## config.mk

```make
export PLATFORM = sky130hd
export DESIGN_NAME = scanline_dirty_span_finder_core
export DESIGN_NICKNAME = d
export VERILOG_FILES = /design/src/hdl/sdsf_pkg.sv /design/src/hdl/sdsf_front.sv /design/src/hdl/sdsf_queue.sv /design/src/hdl/sdsf_back.sv /design/src/hdl/scanline_dirty_span_finder_core.sv
export SDC_FILE = /design/constraint.sdc
export NUM_CORES = 1
export LEC_CHECK = 0
export ABC_AREA = 1
export BUFFER_PORTS_ARGS = -buffer_cell sky130_fd_sc_hd__clkbuf_2
export CAP_MARGIN = 20
export CORE_ASPECT_RATIO = 0.6
export CORE_MARGIN = 2
export CORE_UTILIZATION = 55
export CTS_CLUSTER_SIZE = 14
export DETAILED_ROUTE_END_ITERATION = 16
export GPL_ROUTABILITY_DRIVEN = 0
export PLACE_DENSITY = 0.75
export SLEW_MARGIN = 20
export SYNTH_ARGS = -nofsm -noshare
export SYNTH_HDL_FRONTEND = slang
export SYNTH_HIERARCHICAL = 1
export SYNTH_SLANG_ARGS = --single-unit
```

## constraint.sdc

```tcl
create_clock -name clk -period 13 [get_ports clk]
set_input_delay 0.65 -clock clk [delete_from_list [all_inputs] [get_ports clk]]
set_output_delay 0.65 -clock clk [all_outputs]
set_load 0.01 [all_outputs]
```

## src/hdl/sdsf_pkg.sv

```systemverilog
// shared types and constants for the scanline dirty span finder
// no dependencies; used by every module under hdl
`default_nettype none

package sdsf_pkg;

	localparam int MAX_WIDTH_DEF = 2048;
	localparam int ROW_W         = 10;
	localparam int GAP_W         = 8;
	localparam int QUEUE_DEPTH   = 4;

	localparam logic [GAP_W-1:0] GAP_RESET = 8'd4;

	// per-pixel classification made by the front end
	typedef struct packed {
		logic differs;
		logic row_end;
	} pix_class_t;

	localparam int CLASS_W = $bits(pix_class_t);

endpackage

`default_nettype wire

```

## src/hdl/sdsf_front.sv

```systemverilog
// front end: accepts pixel items, tracks the column and classifies each pixel
// depends on sdsf_pkg
`default_nettype none

module sdsf_front #(
	parameter int MAX_WIDTH = sdsf_pkg::MAX_WIDTH_DEF,
	parameter int COL_W     = $clog2(MAX_WIDTH)
) (
	input  wire logic                     clk,
	input  wire logic                     arst_n,
	input  wire logic                     in_valid,
	output logic                          in_stall,
	input  wire logic [15:0]              new_pixel,
	input  wire logic [15:0]              old_pixel,
	input  wire logic                     last_in_row,
	input  wire logic                     q_full,
	output logic                          push,
	output sdsf_pkg::pix_class_t          cls,
	output logic [COL_W-1:0]              col
);

	localparam logic [COL_W-1:0] LAST_COL = COL_W'(MAX_WIDTH - 1);

	logic [COL_W-1:0] column_q;

	assign in_stall    = q_full;
	assign push        = in_valid & ~q_full;
	assign col         = column_q;
	assign cls.differs = (new_pixel != old_pixel);
	// an overlong row ends at the last column regardless of the flag
	assign cls.row_end = last_in_row | (column_q == LAST_COL);

	always_ff @(posedge clk or negedge arst_n) begin
		if (!arst_n) begin
			column_q <= '0;
		end else if (push) begin
			if (cls.row_end) begin
				column_q <= '0;
			end else begin
				column_q <= column_q + COL_W'(1);
			end
		end
	end

endmodule

`default_nettype wire

```

## src/hdl/sdsf_queue.sv

```systemverilog
// short register queue between front and back end
// depends on sdsf_pkg for its default depth
`default_nettype none

module sdsf_queue #(
	parameter int DATA_W = 8,
	parameter int DEPTH  = sdsf_pkg::QUEUE_DEPTH
) (
	input  wire logic              clk,
	input  wire logic              arst_n,
	input  wire logic              push,
	input  wire logic [DATA_W-1:0] wdata,
	input  wire logic              pop,
	output logic                   full,
	output logic                   not_empty,
	output logic [DATA_W-1:0]      rdata
);

	localparam int PTR_W = $clog2(DEPTH);
	localparam int CNT_W = $clog2(DEPTH + 1);
	localparam logic [PTR_W-1:0] LAST_PTR = PTR_W'(DEPTH - 1);

	logic [DATA_W-1:0] entry_q [DEPTH];
	logic [PTR_W-1:0]  wr_ptr_q;
	logic [PTR_W-1:0]  rd_ptr_q;
	logic [CNT_W-1:0]  count_q;

	assign full      = (count_q == CNT_W'(DEPTH));
	assign not_empty = (count_q != '0);
	assign rdata     = entry_q[rd_ptr_q];

	always_ff @(posedge clk) begin
		if (push) begin
			entry_q[wr_ptr_q] <= wdata;
		end
	end

	always_ff @(posedge clk or negedge arst_n) begin
		if (!arst_n) begin
			wr_ptr_q <= '0;
			rd_ptr_q <= '0;
			count_q  <= '0;
		end else begin
			if (push) begin
				wr_ptr_q <= (wr_ptr_q == LAST_PTR) ? '0 : wr_ptr_q + PTR_W'(1);
			end
			if (pop) begin
				rd_ptr_q <= (rd_ptr_q == LAST_PTR) ? '0 : rd_ptr_q + PTR_W'(1);
			end
			if (push && !pop) begin
				count_q <= count_q + CNT_W'(1);
			end else if (pop && !push) begin
				count_q <= count_q - CNT_W'(1);
			end
		end
	end

	property p_no_overflow;
		@(posedge clk) disable iff (!arst_n) full |-> !push || pop;
	endproperty
	a_no_overflow: assert property (p_no_overflow) else $error("queue overflow");

	property p_no_underflow;
		@(posedge clk) disable iff (!arst_n) pop |-> not_empty;
	endproperty
	a_no_underflow: assert property (p_no_underflow) else $error("queue underflow");

	property p_count_bound;
		@(posedge clk) disable iff (!arst_n) count_q <= CNT_W'(DEPTH);
	endproperty
	a_count_bound: assert property (p_count_bound) else $error("queue count out of range");

endmodule

`default_nettype wire

```

## src/hdl/sdsf_back.sv

```systemverilog
// back end: span state, gap register and output register
// depends on sdsf_pkg
`default_nettype none

module sdsf_back #(
	parameter int COL_W = 11,
	parameter int END_W = COL_W + 1
) (
	input  wire logic                         clk,
	input  wire logic                         arst_n,
	input  wire logic                         merge_gap_we,
	input  wire logic [sdsf_pkg::GAP_W-1:0]   merge_gap_wdata,
	input  wire logic                         q_not_empty,
	input  wire sdsf_pkg::pix_class_t         cls,
	input  wire logic [COL_W-1:0]             col,
	input  wire logic [sdsf_pkg::ROW_W-1:0]   row_in,
	output logic                              pop,
	output logic                              out_valid,
	input  wire logic                         out_stall,
	output logic [sdsf_pkg::ROW_W-1:0]        span_row,
	output logic [COL_W-1:0]                  start_x,
	output logic [END_W-1:0]                  end_x,
	output logic [END_W-1:0]                  span_size
);

	logic [sdsf_pkg::GAP_W-1:0] gap_q;
	logic                       in_span_q;
	logic [COL_W-1:0]           open_start_q;
	logic [END_W-1:0]           open_end_q;
	logic [sdsf_pkg::GAP_W-1:0] quiet_q;

	logic                       out_valid_q;
	logic [sdsf_pkg::ROW_W-1:0] span_row_q;
	logic [COL_W-1:0]           start_x_q;
	logic [END_W-1:0]           end_x_q;
	logic [END_W-1:0]           span_size_q;

	logic                       in_nx;
	logic [COL_W-1:0]           start_nx;
	logic [END_W-1:0]           end_nx;
	logic [sdsf_pkg::GAP_W-1:0] quiet_nx;
	logic                       gap_close;
	logic                       emit;
	logic [END_W-1:0]           col_next;

	assign pop       = q_not_empty & (~out_valid_q | ~out_stall);
	assign col_next  = END_W'(col) + END_W'(1);

	always_comb begin
		in_nx     = in_span_q;
		start_nx  = open_start_q;
		end_nx    = open_end_q;
		quiet_nx  = quiet_q;
		gap_close = 1'b0;
		if (in_span_q) begin
			if (cls.differs) begin
				end_nx   = col_next;
				quiet_nx = '0;
			end else if (quiet_q >= gap_q) begin
				gap_close = 1'b1;
				in_nx     = 1'b0;
				quiet_nx  = '0;
			end else begin
				quiet_nx = quiet_q + sdsf_pkg::GAP_W'(1);
			end
		end else if (cls.differs) begin
			in_nx    = 1'b1;
			start_nx = col;
			end_nx   = col_next;
			quiet_nx = '0;
		end
		emit = gap_close | (cls.row_end & in_nx);
		if (cls.row_end && in_nx) begin
			in_nx    = 1'b0;
			quiet_nx = '0;
		end
	end

	always_ff @(posedge clk or negedge arst_n) begin
		if (!arst_n) begin
			gap_q        <= sdsf_pkg::GAP_RESET;
			in_span_q    <= 1'b0;
			open_start_q <= '0;
			open_end_q   <= '0;
			quiet_q      <= '0;
			out_valid_q  <= 1'b0;
		end else begin
			if (merge_gap_we) begin
				gap_q <= merge_gap_wdata;
			end
			if (pop) begin
				in_span_q    <= in_nx;
				open_start_q <= start_nx;
				open_end_q   <= end_nx;
				quiet_q      <= quiet_nx;
			end
			if (pop && emit) begin
				out_valid_q <= 1'b1;
			end else if (!out_stall) begin
				out_valid_q <= 1'b0;
			end
		end
	end

	always_ff @(posedge clk) begin
		if (pop && emit) begin
			span_row_q  <= row_in;
			start_x_q   <= start_nx;
			end_x_q     <= end_nx;
			span_size_q <= end_nx - END_W'(start_nx);
		end
	end

	assign out_valid = out_valid_q;
	assign span_row  = span_row_q;
	assign start_x   = start_x_q;
	assign end_x     = end_x_q;
	assign span_size = span_size_q;

	property p_span_bounds;
		@(posedge clk) disable iff (!arst_n)
			in_span_q |-> open_end_q > END_W'(open_start_q);
	endproperty
	a_span_bounds: assert property (p_span_bounds) else $error("open span has bad bounds");

	property p_row_end_closes;
		@(posedge clk) disable iff (!arst_n) pop && cls.row_end |=> !in_span_q;
	endproperty
	a_row_end_closes: assert property (p_row_end_closes) else $error("span open past row end");

	property p_no_emit_when_busy;
		@(posedge clk) disable iff (!arst_n) out_valid_q && out_stall |-> !pop;
	endproperty
	a_no_emit_when_busy: assert property (p_no_emit_when_busy)
		else $error("item taken while result held");

	property p_size_matches;
		@(posedge clk) disable iff (!arst_n)
			out_valid_q |-> span_size_q == end_x_q - END_W'(start_x_q);
	endproperty
	a_size_matches: assert property (p_size_matches) else $error("span size mismatch");

endmodule

`default_nettype wire

```

## src/hdl/scanline_dirty_span_finder_core.sv

```systemverilog
// scanline dirty span finder, top level: front end, queue, back end
// an accepted item is written into the queue; the span it closes is registered in the output register
// throughput: one item per cycle; the back end settles one pixel per cycle
// a held result stalls the back end, the four-entry queue absorbs the front end
// reset: arst_n clears column, span state, queue and output valid; merge_gap returns to 4
// depends on sdsf_pkg, sdsf_front, sdsf_queue, sdsf_back
`default_nettype none

module scanline_dirty_span_finder_core #(
	parameter int MAX_WIDTH = sdsf_pkg::MAX_WIDTH_DEF,
	parameter int COL_W     = $clog2(MAX_WIDTH),
	parameter int END_W     = COL_W + 1
) (
	input  wire logic                        clk,
	input  wire logic                        arst_n,
	// configuration write, merge_gap only
	input  wire logic                        merge_gap_we,
	input  wire logic [sdsf_pkg::GAP_W-1:0]  merge_gap_wdata,
	// pixel items
	input  wire logic                        in_valid,
	output logic                             in_stall,
	input  wire logic [15:0]                 new_pixel,
	input  wire logic [15:0]                 old_pixel,
	input  wire logic [sdsf_pkg::ROW_W-1:0]  row,
	input  wire logic                        last_in_row,
	// span items
	output logic                             out_valid,
	input  wire logic                        out_stall,
	output logic [sdsf_pkg::ROW_W-1:0]       span_row,
	output logic [COL_W-1:0]                 start_x,
	output logic [END_W-1:0]                 end_x,
	output logic [END_W-1:0]                 span_size
);

	// queue entry: class bits, column, row
	localparam int REC_W = sdsf_pkg::CLASS_W + COL_W + sdsf_pkg::ROW_W;

	logic                       q_full;
	logic                       q_not_empty;
	logic                       push;
	logic                       pop;
	sdsf_pkg::pix_class_t       f_cls;
	logic [COL_W-1:0]           f_col;
	logic [REC_W-1:0]           q_wdata;
	logic [REC_W-1:0]           q_rdata;
	sdsf_pkg::pix_class_t       b_cls;
	logic [COL_W-1:0]           b_col;
	logic [sdsf_pkg::ROW_W-1:0] b_row;

	// front end: column counter and pixel compare
	sdsf_front #(
		.MAX_WIDTH (MAX_WIDTH),
		.COL_W     (COL_W)
	) u_front (
		.clk         (clk),
		.arst_n      (arst_n),
		.in_valid    (in_valid),
		.in_stall    (in_stall),
		.new_pixel   (new_pixel),
		.old_pixel   (old_pixel),
		.last_in_row (last_in_row),
		.q_full      (q_full),
		.push        (push),
		.cls         (f_cls),
		.col         (f_col)
	);

	assign q_wdata = {f_cls, f_col, row};

	// decouples pixel intake from span closing
	sdsf_queue #(
		.DATA_W (REC_W),
		.DEPTH  (sdsf_pkg::QUEUE_DEPTH)
	) u_queue (
		.clk       (clk),
		.arst_n    (arst_n),
		.push      (push),
		.wdata     (q_wdata),
		.pop       (pop),
		.full      (q_full),
		.not_empty (q_not_empty),
		.rdata     (q_rdata)
	);

	assign {b_cls, b_col, b_row} = q_rdata;

	// back end: open span tracking, gap counting, result register
	sdsf_back #(
		.COL_W (COL_W),
		.END_W (END_W)
	) u_back (
		.clk             (clk),
		.arst_n          (arst_n),
		.merge_gap_we    (merge_gap_we),
		.merge_gap_wdata (merge_gap_wdata),
		.q_not_empty     (q_not_empty),
		.cls             (b_cls),
		.col             (b_col),
		.row_in          (b_row),
		.pop             (pop),
		.out_valid       (out_valid),
		.out_stall       (out_stall),
		.span_row        (span_row),
		.start_x         (start_x),
		.end_x           (end_x),
		.span_size       (span_size)
	);

endmodule

`default_nettype wire
```

## Word-level counts from Yosys, hierarchy flattened

Memories as Yosys holds them, arrays and structs flattened.
Cells that the tools add are included.
Widths: inputs -> output; s select.

- Shift operators: 0
- $add $sub $neg: 8
- $lt $le $gt $ge: 1
- Div/mod/pow operators: 0
- Bitwise logic cells: 9
- Multiply operators: 0
- Equal/unequal tests: 6
- Multiplexer cells: 25
- Reduce and logical (&&, ||, !) cells: 10

Operators with widths:

| operator | number |
|---|---|
| $mux 8 | 5 |
| $mux 11 | 3 |
| $ne 16x16->1 | 1 |
| $add 11x1->12 const B | 1 |
| $mux 1 | 12 |
| $mux 12 | 1 |
| $sub 12x11->12 | 1 |
| $add 11x1->11 const B | 1 |
| $eq 11x11->1 const B | 1 |
| $add 8x1->8 const B | 1 |
| $ge 8x8->1 | 1 |
| $mux 3 | 2 |
| $reduce_bool 3->1 | 2 |
| $add 2x1->2 const B | 2 |
| $eq 2x2->1 const B | 2 |
| $logic_and 1x1->1 | 4 |
| $mux 2 | 2 |
| $add 3x1->3 const B | 1 |
| $and 1x1->1 | 3 |
| $eq 3x3->1 const B | 1 |
| $not 1->1 | 3 |
| $or 1x1->1 | 3 |
| $sub 3x1->3 const B | 1 |
| $logic_not 1->1 | 2 |
| 3 further kinds | 3 |

- Memory bits (read-only): 0
- Input port bits: 56
- Word-level logic and storage cells: 74
- Output and inout port bits: 47
- Register bits after elaboration: 104
- Memory bits (writable): 92
- Memories: 1
- Bits in latches: 0

Memories:

| name | words | bits a word | rd ports | clocked after Yosys merged registers in | wr ports | RTL line | text |
|---|---|---|---|---|---|---|---|
| u_queue.entry_q | 4 | 23 | 1 | 0 | 1 | sdsf_queue.sv:23 | `logic [DATA_W-1:0] entry_q [DEPTH];` |

## Depth between registers and ports, before layout

- Depth after elaboration: 8
- Gate-level depth with buffers: 25
- Depth with buffers taken out: 23

## By module

The synthesis kept the hierarchy.

Modules (own cells, without submodules):

| module | seq. area each (um^2) | times used | cells an instance | area each (um^2) |
|---|---|---|---|---|
| sdsf_back | 2378.5 | 1 | 478 | 4390.5 |
| sdsf_queue | 2937.8 | 1 | 320 | 4090.2 |
| sdsf_front | 275.3 | 1 | 170 | 960.9 |

## Worst setup path before layout

Ideal clock, no wire load.

- Path kind: register -> register
- From: register u_queue.rd_ptr_q[0]
- To: register u_back.end_x_q[0], in the netlist u_back/end_x[0], enable pin
- Setup slack: 7668 ps
- Setup time: 512 ps
- Data required time: 12488 ps
- Arrival: 4820 ps
- Cell stages (with the launch flop): 12
- Path through: dfrtp_1 > inv_2 > buf_6 > buf_6 > o211ai_1 > nand2_1 > buf_6 > inv_1 > buf_2 > a21oi_2 > inv_1 > o21ai_0

- Cells in the longest elaborated chain, start to end: 6
- Elaborated cells between the ends (all ways): 9
- Those cells by class: 5 x mux; 2 x bitwise; 1 x reduce/logical; 1 x memory

Ends and longest elaborated chain:

| what | RTL line | text |
|---|---|---|
| from (decl) | sdsf_queue.sv:25 | `logic [PTR_W-1:0] rd_ptr_q;` |
| from (signal assigned) | sdsf_queue.sv:48 | `rd_ptr_q <= (rd_ptr_q == LAST_PTR) ? '0 : rd_ptr_q + PTR_W'(1);` |
| $mem_v2 4x23 * | - |  |
| named net q_rdata[22] | scanline_dirty_span_finder_core.sv:45 | `logic [REC_W-1:0] q_rdata;` |
| $mux 1, on equally long branches | sdsf_back.sv:66, sdsf_back.sv:56 |  |
| $mux 1 | sdsf_back.sv:55 | `if (in_span_q) begin` |
| $and 1x1->1 | sdsf_back.sv:72 | `emit = gap_close \| (cls.row_end & in_nx);` |
| $or 1x1->1 * | sdsf_back.sv:72 |  |
| $logic_and 1x1->1 * | sdsf_back.sv:106 | `if (pop && emit) begin` |
| to (signal assigned) | sdsf_back.sv:109 | `end_x_q <= end_nx;` |
| to (decl) | sdsf_back.sv:35 | `logic [END_W-1:0] end_x_q;` |

The timed path passes the listed nets; every way through them passes the cells marked *.
A chain may end at the register's enable or synchronous reset.

## Final worst setup path

- From: register u_queue.rd_ptr_q[1]
- To: register u_back.span_size_q[11], in the netlist u_back/span_size[11] (data pin)

- Elaborated cells between the ends (all ways): 6
- Those cells by class: 2 x add/sub; 3 x mux; 1 x memory

RTL lines:

| what | RTL line | text |
|---|---|---|
| $mem_v2 4x23 | - |  |
| named net q_rdata[22] | scanline_dirty_span_finder_core.sv:45 |  |
| $mux 12 | sdsf_back.sv:56, sdsf_back.sv:66 |  |
| named net u_back.end_nx[2] | sdsf_back.sv:40 | `logic [END_W-1:0] end_nx;` |
| $sub 12x11->12 | sdsf_back.sv:110 | `span_size_q <= end_nx - END_W'(start_nx);` |
| to (signal assigned) | sdsf_back.sv:110 |  |
| to (decl) | sdsf_back.sv:36 | `logic [END_W-1:0] span_size_q;` |

The timed path passes the listed nets, and every way through them passes these cells.

==> impl_metrics.tcl <==
set metrics [dict create \
    outcome "completed" \
    cp-end-kind "flop" \
    cts_sinks 196 \
    fin_ws_ns 8.114 \
    top_layer "met4" \
    place_hpwl_mm 12.54 \
    fin_crit_ns 4.886 \
    place_area_mm2 0.01010 \
    io_pins 103 \
    dr_total_vias 6684 \
    hold_viol_final 0 \
    whs_ns 0.3627 \
    grt_pass1_vias 6421 \
    core_area_mm2 0.01699 \
    min_period_over_period_pct 37.59 \
    ys_warn_count 6 \
    drive_gt1_share_pct 16.37 \
    track_usage_pct 21.75 \
    cp_data_arrival_time_ns 5.08 \
    skew_ns 0.01552 \
    grt_max_degree 86 \
    maxSlewViolCount 0 \
    ys_async_sr_fraction_pct 30.10 \
    dr_wl_met2_mm 7.907 \
    rsz0062_at_grt "no" \
    dr.pass1.iters 6 \
    holdBufCountCts 0 \
    cts_tree "yes" \
    power_density_mw_per_mm2 278.0 \
    wl_per_cell_um 14.01 \
    syn_nets 1051 \
    syn_inst 968 \
    clock-root-buffer "clkbuf_16" \
    timing.slew.headroom_pct 26.96 \
    final_cell_area_mm2 0.01072 \
    die_h_um 105.5 \
    clkLatencyLatePin_ns 0.44 \
    avgSynthCellArea_um2 9.754 \
    start_kind "flop" \
    cts_inserted_buffers 17 \
    dieArea_mm2 0.01827 \
    r2r_cells 20 \
    syn-cell-area_mm2 0.009442 \
    grt_first_pass_wirelength_mm 31.40 \
    diodes 0 \
    place_ws_ns 8.200 \
    maxCapViolCount 0 \
    antenna_left 0 \
    cts_resized 0 \
    p_leak_nw 4.943 \
    drtIter0Drc 554 \
    post_cts_buffers 0 \
    portBuffers 102 \
    antenna_found_initial 0 \
    ir_drop_uv 151.0 \
    tightestPinTransition_ns 1.094 \
    max-clock-path-buffers 2 \
    synth_cell_types 39 \
    drt-total-wl_mm 18.43 \
    fp.dieW_um 173.1 \
    min_path_type "in2async" \
    ys_seq_area_share_pct 59.22 \
    cp_max_fo 26 \
    wl_met1_mm 9.108 \
    ys.flop_type "edfxtp_1" \
    setup-tns-final_ns 0 \
    drc 0 \
    crit_type "reg2reg" \
    synth-edff-count 137 \
    htreeDepth 4 \
    worst_ep_required_time_ns 13.19 \
    path_clk_slew_ns 0.08 \
    area_growth_pct 13.50 \
    fin_nets 1151 \
    ys_seq_elements 196 \
    initial_core_util_pct 55.57 \
    rows 37 \
    grt_overflow 0 \
    setup_viol 0 \
    route.met3.wl_mm 1.233 \
    max_freq_mhz 204.7 \
    vias_per_cell 5.083 \
]
==> through the flow <==
stage	cells	total power, mW	utilization, %
floorplan	968	2.101	-
global placement	1282	2.411	59.47
detailed placement	1282	2.449	59.47
CTS	1314	2.985	62.99
global route	1315	3.225	63.08
finish	1315	2.979	63.08
==> area by class of cell <==
type	count	area, um2
fill	1379	6274
sequential	196	5592
multi-input combinational	572	3023
inverter	173	649.4
timing repair buffer	108	563.0
clock buffer	18	429.2
tap	234	292.8
clock inverter	14	167.7
==> cell usage in the layout, fill, tap and decap left out, types with 2 or more instances in the layout <==
cell	Yosys	routed
inv_2	7	7
o211ai_1	47	47
buf_4	1	5
dfrtp_1	58	58
nand4_1	7	7
inv_1	166	165
nand2_1	267	267
ha_1	25	25
nand3_1	42	42
o22ai_1	10	10
nand2_2	7	7
clkbuf_16	0	17
o21ai_1	5	5
o21ai_0	49	48
clkinv_8	0	3
a21oi_1	4	4
xnor2_1	3	3
edfxtp_1	137	137
inv_6	0	4
clkbuf_2	0	102
xor2_1	16	16
clkinv_4	0	4
fa_1	2	2
nor2_2	5	5
nor2_1	53	53
nor3_1	5	5
nand3_2	6	6
o21bai_1	2	2
o21ai_2	5	5
nor2_4	2	2
==> worst paths after layout <==
kind                                         to            startpoint  slack (ns)
setup / recovery           u_back/span_size[11]   u_queue/rd_ptr_q[1]        8.11
hold / removal                  u_back/gap_q[1]                arst_n        0.36
setup reg to reg           u_back/span_size[11]   u_queue/rd_ptr_q[1]        8.11
hold reg to reg            u_back/open_end_q[4]  u_back/open_end_q[4]        0.49
max in group asynchronous  u_back/open_end_q[8]                arst_n       12.09
min in group clk                u_back/gap_q[5]    merge_gap_wdata[5]        0.42
==> cells by family (layout without fill, tap and decap cells) <==
family,Yosys count,in the layout,synth area share [%]
DFF,196,196,59.22
adders and majority gates,27,27,3.737
buffers and inverters,200,313,8.879
and+or+nand+nor,397,397,17.61
AOI/OAI and AO/OA,128,128,8.667
muxes,1,1,0.1193
xor gates and xnor gates,19,19,1.763
==> layer usage <==
| metal | global-route usage [%] | vias up |
|---|---|---|
| li1 | - | 3375 |
| met1 | 32.52 | 3107 |
| met2 | 32.94 | 187 |
| met3 | 4.221 | 15 |
| met4 | 5.387 | 0 |
| met5 | 0 | - |
==> sequential cells by signal, summed over array words and instances, names as in the netlist <==
| name | count |
|---|---|
| u_queue/wr_ptr_q | 2 |
| u_back/open_end_q | 12 |
| u_queue/entry_q | 92 |
| u_back/gap_q | 8 |
| u_back/end_x | 12 |
| u_back/out_valid | 1 |
| u_back/span_row | 10 |
| u_back/quiet_q | 8 |
| u_back/in_span_q | 1 |
| u_back/start_x | 11 |
| u_queue/count_q | 3 |
| u_back/open_start_q | 11 |
| u_back/span_size | 12 |
| u_front/col | 11 |
| u_queue/rd_ptr_q | 2 |
==> worst max-delay path: stages, from the launching register on <==
cell      delay (ns)
dfrtp_1         1.00
inv_2           0.47
o211ai_1        0.23
nand2_1         0.55
inv_1           0.60
nor2_1          0.09
o21ai_0         0.09
o21ai_0         0.17
ha_1            0.41
nand2_1         0.08
nand2_1         0.04
a31oi_1         0.23
nor2_1          0.07
nand3_1         0.09
nand2_1         0.09
nand2_1         0.09
nand2_2         0.09
nand2_1         0.09
nand2_1         0.05
nand2_1         0.05
nand2_1         0.05
==> Yosys cell counts (6+ instances only) <==
cell type / number / area (um2)
inv_1: 166 / 623.1
o21ai_0: 49 / 245.2
buf_2: 7 / 35.03
dfrtp_1: 58 / 1451
clkbuf_1: 9 / 33.78
nand2_1: 267 / 1002
nor2_1: 53 / 198.9
nand2_2: 7 / 43.79
ha_1: 25 / 312.8
buf_6: 10 / 112.6
inv_2: 7 / 26.28
nand4_1: 7 / 43.79
edfxtp_1: 137 / 4114
nand3_1: 42 / 210.2
o211ai_1: 47 / 352.8
nand3_2: 6 / 60.06
o22ai_1: 10 / 62.56
xor2_1: 16 / 140.1
==> report_power, final <==
part	total [mW]	switching [mW]	internal [mW]
Sequential	1.06	0.0890	0.973
Clock	0.523	0.249	0.274
Combinational	1.39	0.949	0.445
Total	2.98	1.29	1.69
No activity file was read; power rests on OpenSTA's default activity.
